### src/hw/rtl/sab_pkg.sv
`default_nettype none

package sab_pkg;

    // Position counters cover up to MAX_DIM columns and rows.
    localparam int unsigned MAX_DIM   = 1024;
    localparam int unsigned POS_W     = $clog2(MAX_DIM);
    localparam int unsigned DIM_W     = POS_W + 1;
    localparam int unsigned SAMPLE_W  = 8;
    localparam int unsigned ALPHA_W   = 4;
    localparam int unsigned APB_AW    = 5;
    localparam int unsigned APB_DW    = 32;
    localparam int unsigned IN_DATA_W = 56;
    localparam int unsigned OUT_DATA_W = 24;
    localparam int unsigned OUT_USER_W = 2;

    localparam logic [ALPHA_W-1:0] ALPHA_MAX = {ALPHA_W{1'b1}};
    localparam logic [DIM_W-1:0]   DIM_MAX   = DIM_W'(MAX_DIM);

    // Register file indexes, taken from paddr[4:2].
    typedef enum logic [2:0] {
        REG_SUB_WIDTH    = 3'd0,
        REG_SUB_HEIGHT   = 3'd1,
        REG_CROP_ENABLE  = 3'd2,
        REG_CROP_X_FIRST = 3'd3,
        REG_CROP_X_LAST  = 3'd4,
        REG_CROP_Y_FIRST = 3'd5,
        REG_CROP_Y_LAST  = 3'd6,
        REG_UNUSED       = 3'd7
    } t_reg_idx;

    // Configuration as seen by the datapath.
    typedef struct packed {
        logic [DIM_W-1:0] sub_width;
        logic [DIM_W-1:0] sub_height;
        logic             crop_enable;
        logic [POS_W-1:0] crop_x_first;
        logic [POS_W-1:0] crop_x_last;
        logic [POS_W-1:0] crop_y_first;
        logic [POS_W-1:0] crop_y_last;
    } t_cfg;

    // Input beat, last field in the lowest bits.
    typedef struct packed {
        logic [3:0]          pad;
        logic [SAMPLE_W-1:0] under_cr;
        logic [SAMPLE_W-1:0] under_cb;
        logic [SAMPLE_W-1:0] under_luma;
        logic [ALPHA_W-1:0]  alpha;
        logic [SAMPLE_W-1:0] sub_cr;
        logic [SAMPLE_W-1:0] sub_cb;
        logic [SAMPLE_W-1:0] sub_luma;
    } t_pix_in;

    // Raster position of one pixel.
    typedef struct packed {
        logic [POS_W-1:0] x;
        logic [POS_W-1:0] y;
        logic             last;
    } t_pos;

    // Result beat.
    typedef struct packed {
        logic                last_pixel;
        logic                write_chroma;
        logic                write_luma;
        logic [SAMPLE_W-1:0] out_cr;
        logic [SAMPLE_W-1:0] out_cb;
        logic [SAMPLE_W-1:0] out_luma;
    } t_pix_out;

endpackage

`default_nettype wire

### src/hw/rtl/sab_cfg.sv
`default_nettype none

module sab_cfg (
    input  wire logic                         i_clk,
    input  wire logic                         i_rst_n,
    input  wire logic                         psel,
    input  wire logic                         penable,
    input  wire logic                         pwrite,
    input  wire logic [sab_pkg::APB_AW-1:0]   paddr,
    input  wire logic [sab_pkg::APB_DW-1:0]   pwdata,
    output logic      [sab_pkg::APB_DW-1:0]   prdata,
    output logic                              pready,
    output sab_pkg::t_cfg                     o_cfg
);
    import sab_pkg::*;

    t_cfg     r_cfg;
    t_reg_idx idx;
    logic     wr_en;

    assign idx    = t_reg_idx'(paddr[4:2]);
    assign wr_en  = psel && penable && pwrite;
    assign pready = 1'b1;
    assign o_cfg  = r_cfg;

    // Register writes complete in the access cycle.
    always_ff @(posedge i_clk) begin
        if (!i_rst_n) begin
            r_cfg.sub_width    <= DIM_W'(720);
            r_cfg.sub_height   <= DIM_W'(576);
            r_cfg.crop_enable  <= 1'b0;
            r_cfg.crop_x_first <= '0;
            r_cfg.crop_x_last  <= '1;
            r_cfg.crop_y_first <= '0;
            r_cfg.crop_y_last  <= '1;
        end else if (wr_en) begin
            unique case (idx)
                REG_SUB_WIDTH:    r_cfg.sub_width    <= pwdata[DIM_W-1:0];
                REG_SUB_HEIGHT:   r_cfg.sub_height   <= pwdata[DIM_W-1:0];
                REG_CROP_ENABLE:  r_cfg.crop_enable  <= pwdata[0];
                REG_CROP_X_FIRST: r_cfg.crop_x_first <= pwdata[POS_W-1:0];
                REG_CROP_X_LAST:  r_cfg.crop_x_last  <= pwdata[POS_W-1:0];
                REG_CROP_Y_FIRST: r_cfg.crop_y_first <= pwdata[POS_W-1:0];
                REG_CROP_Y_LAST:  r_cfg.crop_y_last  <= pwdata[POS_W-1:0];
                default: ;
            endcase
        end
    end

    // Read-back multiplexer.
    always_comb begin
        unique case (idx)
            REG_SUB_WIDTH:    prdata = APB_DW'(r_cfg.sub_width);
            REG_SUB_HEIGHT:   prdata = APB_DW'(r_cfg.sub_height);
            REG_CROP_ENABLE:  prdata = APB_DW'(r_cfg.crop_enable);
            REG_CROP_X_FIRST: prdata = APB_DW'(r_cfg.crop_x_first);
            REG_CROP_X_LAST:  prdata = APB_DW'(r_cfg.crop_x_last);
            REG_CROP_Y_FIRST: prdata = APB_DW'(r_cfg.crop_y_first);
            REG_CROP_Y_LAST:  prdata = APB_DW'(r_cfg.crop_y_last);
            default:          prdata = '0;
        endcase
    end

endmodule

`default_nettype wire

### src/hw/rtl/sab_pos.sv
`default_nettype none

module sab_pos (
    input  wire logic          i_clk,
    input  wire logic          i_rst_n,
    input  wire sab_pkg::t_cfg i_cfg,
    input  wire logic          i_advance,
    output sab_pkg::t_pos      o_pos
);
    import sab_pkg::*;

    logic [POS_W-1:0] r_col;
    logic [POS_W-1:0] r_row;
    logic [DIM_W-1:0] width;
    logic [DIM_W-1:0] height;
    logic [DIM_W-1:0] col_inc;
    logic [DIM_W-1:0] row_inc;
    logic             row_end;
    logic             frame_end;

    // Zero size acts as one, oversize acts as the maximum.
    always_comb begin
        if (i_cfg.sub_width == '0) begin
            width = DIM_W'(1);
        end else if (i_cfg.sub_width > DIM_MAX) begin
            width = DIM_MAX;
        end else begin
            width = i_cfg.sub_width;
        end
        if (i_cfg.sub_height == '0) begin
            height = DIM_W'(1);
        end else if (i_cfg.sub_height > DIM_MAX) begin
            height = DIM_MAX;
        end else begin
            height = i_cfg.sub_height;
        end
    end

    assign col_inc   = {1'b0, r_col} + DIM_W'(1);
    assign row_inc   = {1'b0, r_row} + DIM_W'(1);
    assign row_end   = col_inc >= width;
    assign frame_end = row_end && (row_inc >= height);

    assign o_pos.x    = r_col;
    assign o_pos.y    = r_row;
    assign o_pos.last = frame_end;

    // Raster counters step once per accepted beat and wrap after the last pixel.
    always_ff @(posedge i_clk) begin
        if (!i_rst_n) begin
            r_col <= '0;
            r_row <= '0;
        end else if (i_advance) begin
            if (row_end) begin
                r_col <= '0;
                r_row <= frame_end ? '0 : row_inc[POS_W-1:0];
            end else begin
                r_col <= col_inc[POS_W-1:0];
            end
        end
    end

endmodule

`default_nettype wire

### src/hw/rtl/sab_blend.sv
`default_nettype none

module sab_blend (
    input  wire sab_pkg::t_cfg    i_cfg,
    input  wire sab_pkg::t_pix_in i_pix,
    input  wire sab_pkg::t_pos    i_pos,
    output sab_pkg::t_pix_out     o_res
);
    import sab_pkg::*;

    logic cropped;
    logic opaque;
    logic wl;
    logic wc;

    // Blend (s*a + u*(15-a)) >> 4; the result never exceeds 239.
    function automatic logic [SAMPLE_W-1:0] mix(
        input logic [SAMPLE_W-1:0] s,
        input logic [SAMPLE_W-1:0] u,
        input logic [ALPHA_W-1:0]  a
    );
        logic [ALPHA_W-1:0]            inv;
        logic [SAMPLE_W+ALPHA_W-1:0]   sum;
        inv = ALPHA_MAX - a;
        sum = ({{ALPHA_W{1'b0}}, s} * {{SAMPLE_W{1'b0}}, a})
            + ({{ALPHA_W{1'b0}}, u} * {{SAMPLE_W{1'b0}}, inv});
        return sum[SAMPLE_W+ALPHA_W-1:ALPHA_W];
    endfunction

    // Crop window test, bounds inclusive; an inverted window is empty.
    assign cropped = i_cfg.crop_enable &&
                     ((i_pos.x < i_cfg.crop_x_first) || (i_pos.x > i_cfg.crop_x_last) ||
                      (i_pos.y < i_cfg.crop_y_first) || (i_pos.y > i_cfg.crop_y_last));
    assign opaque  = i_pix.alpha == ALPHA_MAX;
    assign wl      = !cropped && (i_pix.alpha != '0);
    // Chroma is sited at even rows and even columns.
    assign wc      = wl && !i_pos.x[0] && !i_pos.y[0];

    // Unwritten samples pass the frame value through.
    always_comb begin
        o_res.last_pixel   = i_pos.last;
        o_res.write_luma   = wl;
        o_res.write_chroma = wc;
        o_res.out_luma     = i_pix.under_luma;
        o_res.out_cb       = i_pix.under_cb;
        o_res.out_cr       = i_pix.under_cr;
        if (wl) begin
            o_res.out_luma = opaque ? i_pix.sub_luma
                                    : mix(i_pix.sub_luma, i_pix.under_luma, i_pix.alpha);
        end
        if (wc) begin
            o_res.out_cb = opaque ? i_pix.sub_cb
                                  : mix(i_pix.sub_cb, i_pix.under_cb, i_pix.alpha);
            o_res.out_cr = opaque ? i_pix.sub_cr
                                  : mix(i_pix.sub_cr, i_pix.under_cr, i_pix.alpha);
        end
    end

endmodule

`default_nettype wire

### src/hw/rtl/subtitle_alpha_blend_yuv420.sv
// Subtitle overlay for a 4:2:0 planar frame.
// The slave stream carries one subtitle pixel per beat in raster order,
// together with the frame's Y and co-sited U, V samples. The master stream
// returns exactly one beat per input beat: the new Y, U, V values, write
// enables for luma and chroma in tuser, and tlast on the final pixel of the
// subtitle. Chroma is written only at even rows and even columns.
// An input register captures the beat and its raster position, then the
// blend and crop logic feed the result register. Throughput is one pixel
// per clock unless the receiver stalls; the two register stages let a new
// beat enter while a finished result still waits on the master side.
// When the receiver stalls, the result register holds and the input stage
// fills; tready drops only when both stages are occupied. The user must
// write the APB size and crop registers while the stream is idle; the block
// does not enforce this. Synchronous reset empties both stages, returns the
// raster counters to the first pixel and loads the register defaults.
`default_nettype none

module subtitle_alpha_blend_yuv420 (
    input  wire logic                             i_clk,
    input  wire logic                             i_rst_n,
    // Fields from bit 0: sub_luma, sub_cb, sub_cr, alpha, under_luma,
    // under_cb, under_cr, zero pad.
    input  wire logic [sab_pkg::IN_DATA_W-1:0]    i_s_axis_tdata,
    input  wire logic                             i_s_axis_tvalid,
    output logic                                  o_s_axis_tready,
    // Fields from bit 0: out_luma, out_cb, out_cr.
    output logic      [sab_pkg::OUT_DATA_W-1:0]   o_m_axis_tdata,
    // Fields from bit 0: write_luma, write_chroma.
    output logic      [sab_pkg::OUT_USER_W-1:0]   o_m_axis_tuser,
    output logic                                  o_m_axis_tlast,
    output logic                                  o_m_axis_tvalid,
    input  wire logic                             i_m_axis_tready,
    input  wire logic                             psel,
    input  wire logic                             penable,
    input  wire logic                             pwrite,
    input  wire logic [sab_pkg::APB_AW-1:0]       paddr,
    input  wire logic [sab_pkg::APB_DW-1:0]       pwdata,
    output logic      [sab_pkg::APB_DW-1:0]       prdata,
    output logic                                  pready
);
    import sab_pkg::*;

    t_cfg     cfg;
    t_pos     pos;
    t_pix_out blend_res;
    logic     in_accept;
    logic     s1_ready;
    logic     s2_ready;

    logic     r_v1;
    t_pix_in  r_pix1;
    t_pos     r_pos1;
    logic     r_v2;
    t_pix_out r_res2;

    sab_cfg u_cfg (
        .i_clk   (i_clk),
        .i_rst_n (i_rst_n),
        .psel    (psel),
        .penable (penable),
        .pwrite  (pwrite),
        .paddr   (paddr),
        .pwdata  (pwdata),
        .prdata  (prdata),
        .pready  (pready),
        .o_cfg   (cfg)
    );

    sab_pos u_pos (
        .i_clk     (i_clk),
        .i_rst_n   (i_rst_n),
        .i_cfg     (cfg),
        .i_advance (in_accept),
        .o_pos     (pos)
    );

    sab_blend u_blend (
        .i_cfg (cfg),
        .i_pix (r_pix1),
        .i_pos (r_pos1),
        .o_res (blend_res)
    );

    // Stage handshakes: each stage moves when the next one can take it.
    assign s2_ready        = !r_v2 || i_m_axis_tready;
    assign s1_ready        = !r_v1 || s2_ready;
    assign o_s_axis_tready = s1_ready;
    assign in_accept       = i_s_axis_tvalid && s1_ready;

    // Valid flags of both stages.
    always_ff @(posedge i_clk) begin
        if (!i_rst_n) begin
            r_v1 <= 1'b0;
            r_v2 <= 1'b0;
        end else begin
            if (s1_ready) begin
                r_v1 <= i_s_axis_tvalid;
            end
            if (s2_ready) begin
                r_v2 <= r_v1;
            end
        end
    end

    // Payload of both stages.
    always_ff @(posedge i_clk) begin
        if (in_accept) begin
            r_pix1 <= t_pix_in'(i_s_axis_tdata);
            r_pos1 <= pos;
        end
        if (s2_ready && r_v1) begin
            r_res2 <= blend_res;
        end
    end

    // Result beat.
    assign o_m_axis_tvalid = r_v2;
    assign o_m_axis_tdata  = {r_res2.out_cr, r_res2.out_cb, r_res2.out_luma};
    assign o_m_axis_tuser  = {r_res2.write_chroma, r_res2.write_luma};
    assign o_m_axis_tlast  = r_res2.last_pixel;

endmodule

`default_nettype wire
### config.mk
export PLATFORM = sky130hd
export DESIGN_NAME = subtitle_alpha_blend_yuv420
export DESIGN_NICKNAME = d
export VERILOG_FILES = /design/src/hw/rtl/sab_pkg.sv /design/src/hw/rtl/sab_cfg.sv /design/src/hw/rtl/sab_pos.sv /design/src/hw/rtl/sab_blend.sv /design/src/hw/rtl/subtitle_alpha_blend_yuv420.sv
export SDC_FILE = /design/constraint.sdc
export NUM_CORES = 1
export LEC_CHECK = 0
export BUFFER_PORTS_ARGS = -buffer_cell sky130_fd_sc_hd__buf_2
export CAP_MARGIN = 20
export CORE_MARGIN = 10
export CORE_UTILIZATION = 50
export DETAILED_ROUTE_END_ITERATION = 6
export GPL_TIMING_DRIVEN = 0
export PLACE_DENSITY_LB_ADDON = 0.05
export RECOVER_POWER = 25
export SETUP_SLACK_MARGIN = 0.3
export SLEW_MARGIN = 40
export SYNTH_ARGS = -nofsm -noshare
export SYNTH_HDL_FRONTEND = slang
export SYNTH_SLANG_ARGS = --single-unit
export TNS_END_PERCENT = 30
### constraint.sdc
create_clock -name i_clk -period 5.1 [get_ports i_clk]
set_input_delay 0.255 -clock i_clk [delete_from_list [all_inputs] [get_ports i_clk]]
set_output_delay 0.255 -clock i_clk [all_outputs]
set_load 0.005 [all_outputs]
==> impl_metrics.toml <==
[run_status]
status = "finished with violations"
failed_checks = "negative setup slack"

[grt]
grt_pass1_wl_um = 67600
grt_max_degree = 41
groute.usage.overall_pct = 24.2
grt_overflow = 0
first_global_vias = 11818
antenna_found_initial = 1

[floorplanning]
design.die.area_um2 = 37200
coreArea_um2 = 29600
ios = 162
initial_core_util_pct = 50.5
rows = 63
die_h_um = 193
die_w_um = 193

[placement]
dpl.hpwl_um = 33000
gp_congestion = 0.917
portBuffers = 111
place_area_um2 = 16300
dp.cells = 2054

[finish]
final_layout_size_suffix_gt1_share_pct = 18.2
layoutNonFillerInstCount = 2170
finalInstanceArea_um2 = 18100
area_growth_syn_to_layout_pct = 21.4
final_common_cell = "inv_1"
layout_common_cells = "inv_1 (195), nand2_1 (166), fa_1 (121)"
nets = 2111

[route]
drt.antenna.violating_nets = 0
vias = 11465
drtPass1Iterations = 5
drcViolationCount = 0
drt_iter0_drc = 566
totalWireLength_um = 43900
via_per_inst = 5.28
routedWlPerCell_um = 20.2

[logic_synthesis]
ys_seq_elements = 185
ys_types = 60
synth.yosys.seq_area_share_pct = 31.5
synthFlopType = "edfxtp_1"
yosys_warnings = 0
synthArstFlopShare_pct = 0
synth-edff-count = 100
netlist_instances = 1529
synth_area_um2 = 14900
postSynthAreaPerCell_um2 = 9.77

[worst_setup_path]
slowest_delay_ns = 0.55
start_kind = "flip-flop"
path_depth = 17
r2r-start = "r_pix1[27]"
cp_data_required_time_ns = 5.33
worstSetupStartpoint = "r_pix1[27]"
cp_cell_sequence = "buf_8 -> clkbuf_16 -> and2_1 -> fa_1 -> fa_1 -> fa_1 -> inv_1 -> fa_1 -> inv_1 -> ha_4 -> and3_1 -> a221o_1 -> or4_4 -> a31oi_4 -> xnor2_1 -> o21ai_1 -> mux2_4"
critPathTopFamily = "adder cells"
cp_slowest_cell = "fa_1"
cp_max_fo = 10
critical_path.endpoint = "o_m_axis_tdata[23]"
path_buf_inv = 4
cpMostUsedCell = "fa_1"
rrSetupSlack_ns = -0.09
r2r_end = "o_m_axis_tdata[23]"
critical_path_class = "flip-flop to flip-flop"
reg2reg_depth = 17
crit_path_end_kind = "flip-flop"
crit_arrival_ns = 5.42

[sta]
tightest_slew_ns = 0.787
worst_slack_ns = -0.0908
fin_tns_setup_ns = -0.268
finalCritPeriodShare_pct = 102
relSlewSlack_pct = 47.5
slew_viol_final = 0
fmax_mhz = 193
finalHoldViolations = 0
fin_crit_ns = 5.19
fin_worst_skew_ns = 0.0198
setup_viol = 5
whs_ns = 0.0338
rsz0062_at_grt = "true"

[pwr]
p_sw_share_pct = 36.3
power_density_nw_per_um2 = 347
p_sw_mw = 2.28
p_clk_share_pct = 22.0
seq_power_share_pct = 28.5
combPwrFrac_pct = 49.5
leakage_nw = 7.95
ir_drop_v = 0.000249
p_int_mw = 4.01
total_power_mw = 6.29

[clock_network]
cts_tree = "built"
cts.clk_slew.worst_paths_ns = 0.09
clk_path_buf_depth = 2
htreeDepth = 4
cts_made_buffers = 17
insertion_delay_ns = 0.47
clock-sinks = 185
cts_root_buffer = "clkbuf_16"

[worst_hold_path]
hp-class = "input pin to flip-flop"

[flow_run]
max-cap-violations = 0
## layer usage
layer	part of all wire, %	track usage, %	vias to the layer above
li1	-	-	5482
met1	42	29.7	5617
met2	50	41.7	289
met3	4.5	3.94	77
met4	3.1	9.03	0
met5	0	0	-
## per-stage QoR
step	util (%)	setup WS, ns
after floorplan	-	0.198
after global placement	54.7	-0.590
after detailed placement	55.0	-0.653
after CTS	61.1	-0.129
after global routing	61.4	-0.200
final	61.4	-0.0908
## what timing repair did
| action | in CTS | in global routing |
|---|---|---|
| endpoints found under the hold margin | 52 | 0 |
| setup endpoints to repair | 19 | 19 |
| buffers inserted | 26 | 5 |
| pin swaps | 58 | 25 |
| resized for setup | 110 | 19 |
| hold buffers | 52 | 0 |
## logic make-up after synthesis
family / share of synthesized area, %
fa+ha+maj: 26.7
buf+inv: 7.92
other cells: 0.0503
simple gates: 17.8
flops: 31.5
xor+xnor: 2.52
mux: 4.91
compound gates: 8.58
## power groups by stage
stage               Sequential (mW)  Combinational, mW  Clock (mW)
floorplan                      1.81               1.90           0
global placement               1.83               2.37           0
detailed placement             1.83               2.43           0
CTS                            1.80               2.98        1.41
global route                   1.81               3.48        1.47
finish                         1.80               3.11        1.39
## tightest hold or removal path, delay by kind of cell
family / cells / cell delay (ns)
buffers and inverters: 1 / 0.09
and+or+nand+nor: 1 / 0.09
AOI/OAI and AO/OA: 1 / 0.04
## cell type report
| cell class | instances | area [µm²] |
|---|---|---|
| antenna | 1 | 2.50 |
| clock buffer | 17 | 425 |
| buffer | 82 | 579 |
| multi-input combinational | 1074 | 9570 |
| sequential | 185 | 4700 |
| inverter | 208 | 786 |
| clock inverter | 15 | 173 |
| fill | 2553 | 11400 |
| timing repair buffer | 198 | 1400 |
| tap | 390 | 488 |
## state kept, by name (all words and copies together), names as in the netlist
| name | cells |
|---|---|
| u_cfg.o_cfg | 63 |
| r_pix1 | 52 |
| o_m_axis_tdata | 24 |
| r_pos1 | 21 |
| u_pos.r_col | 10 |
| u_pos.r_row | 10 |
| o_m_axis_tuser | 2 |
| o_m_axis_tlast | 1 |
| o_m_axis_tvalid | 1 |
| r_v1 | 1 |
## cells in the mapped netlist (all sizes together) (9+ instances only)
cell type	n	area, µm²
inv	206	773
nand2	168	631
fa	123	2460
ha	122	1530
nor2b	114	713
edfxtp	100	3000
dfxtp	85	1700
and2	74	463
clkbuf	52	195
o21ai	43	215
a21oi	37	185
mux2i	35	350
nor2	34	128
buf	30	206
mux2	29	360
xnor2	27	236
nand3	26	130
a21boi	24	180
nand2b	21	131
o211ai	20	150
and3	16	100
xor2	16	140
nor3	13	65.1
a21o	12	90.1
nand3b	12	90.1
o22ai	10	62.6
a211oi	9	67.6
## worst min-delay path by stage
stage	startpoint	endpoint	slack, ns	cells after the start
floorplan	i_s_axis_tdata[0]	r_pix1[0]	0.35	0
global placement	r_pos1[0]	o_m_axis_tlast	0.41	0
detailed placement	r_pos1[0]	o_m_axis_tlast	0.41	0
CTS	i_s_axis_tvalid	r_v1	0.02	3
global route	i_s_axis_tvalid	r_v1	0.05	3
finish	i_s_axis_tvalid	r_v1	0.03	3
Power figures use the tool's default switching activity.
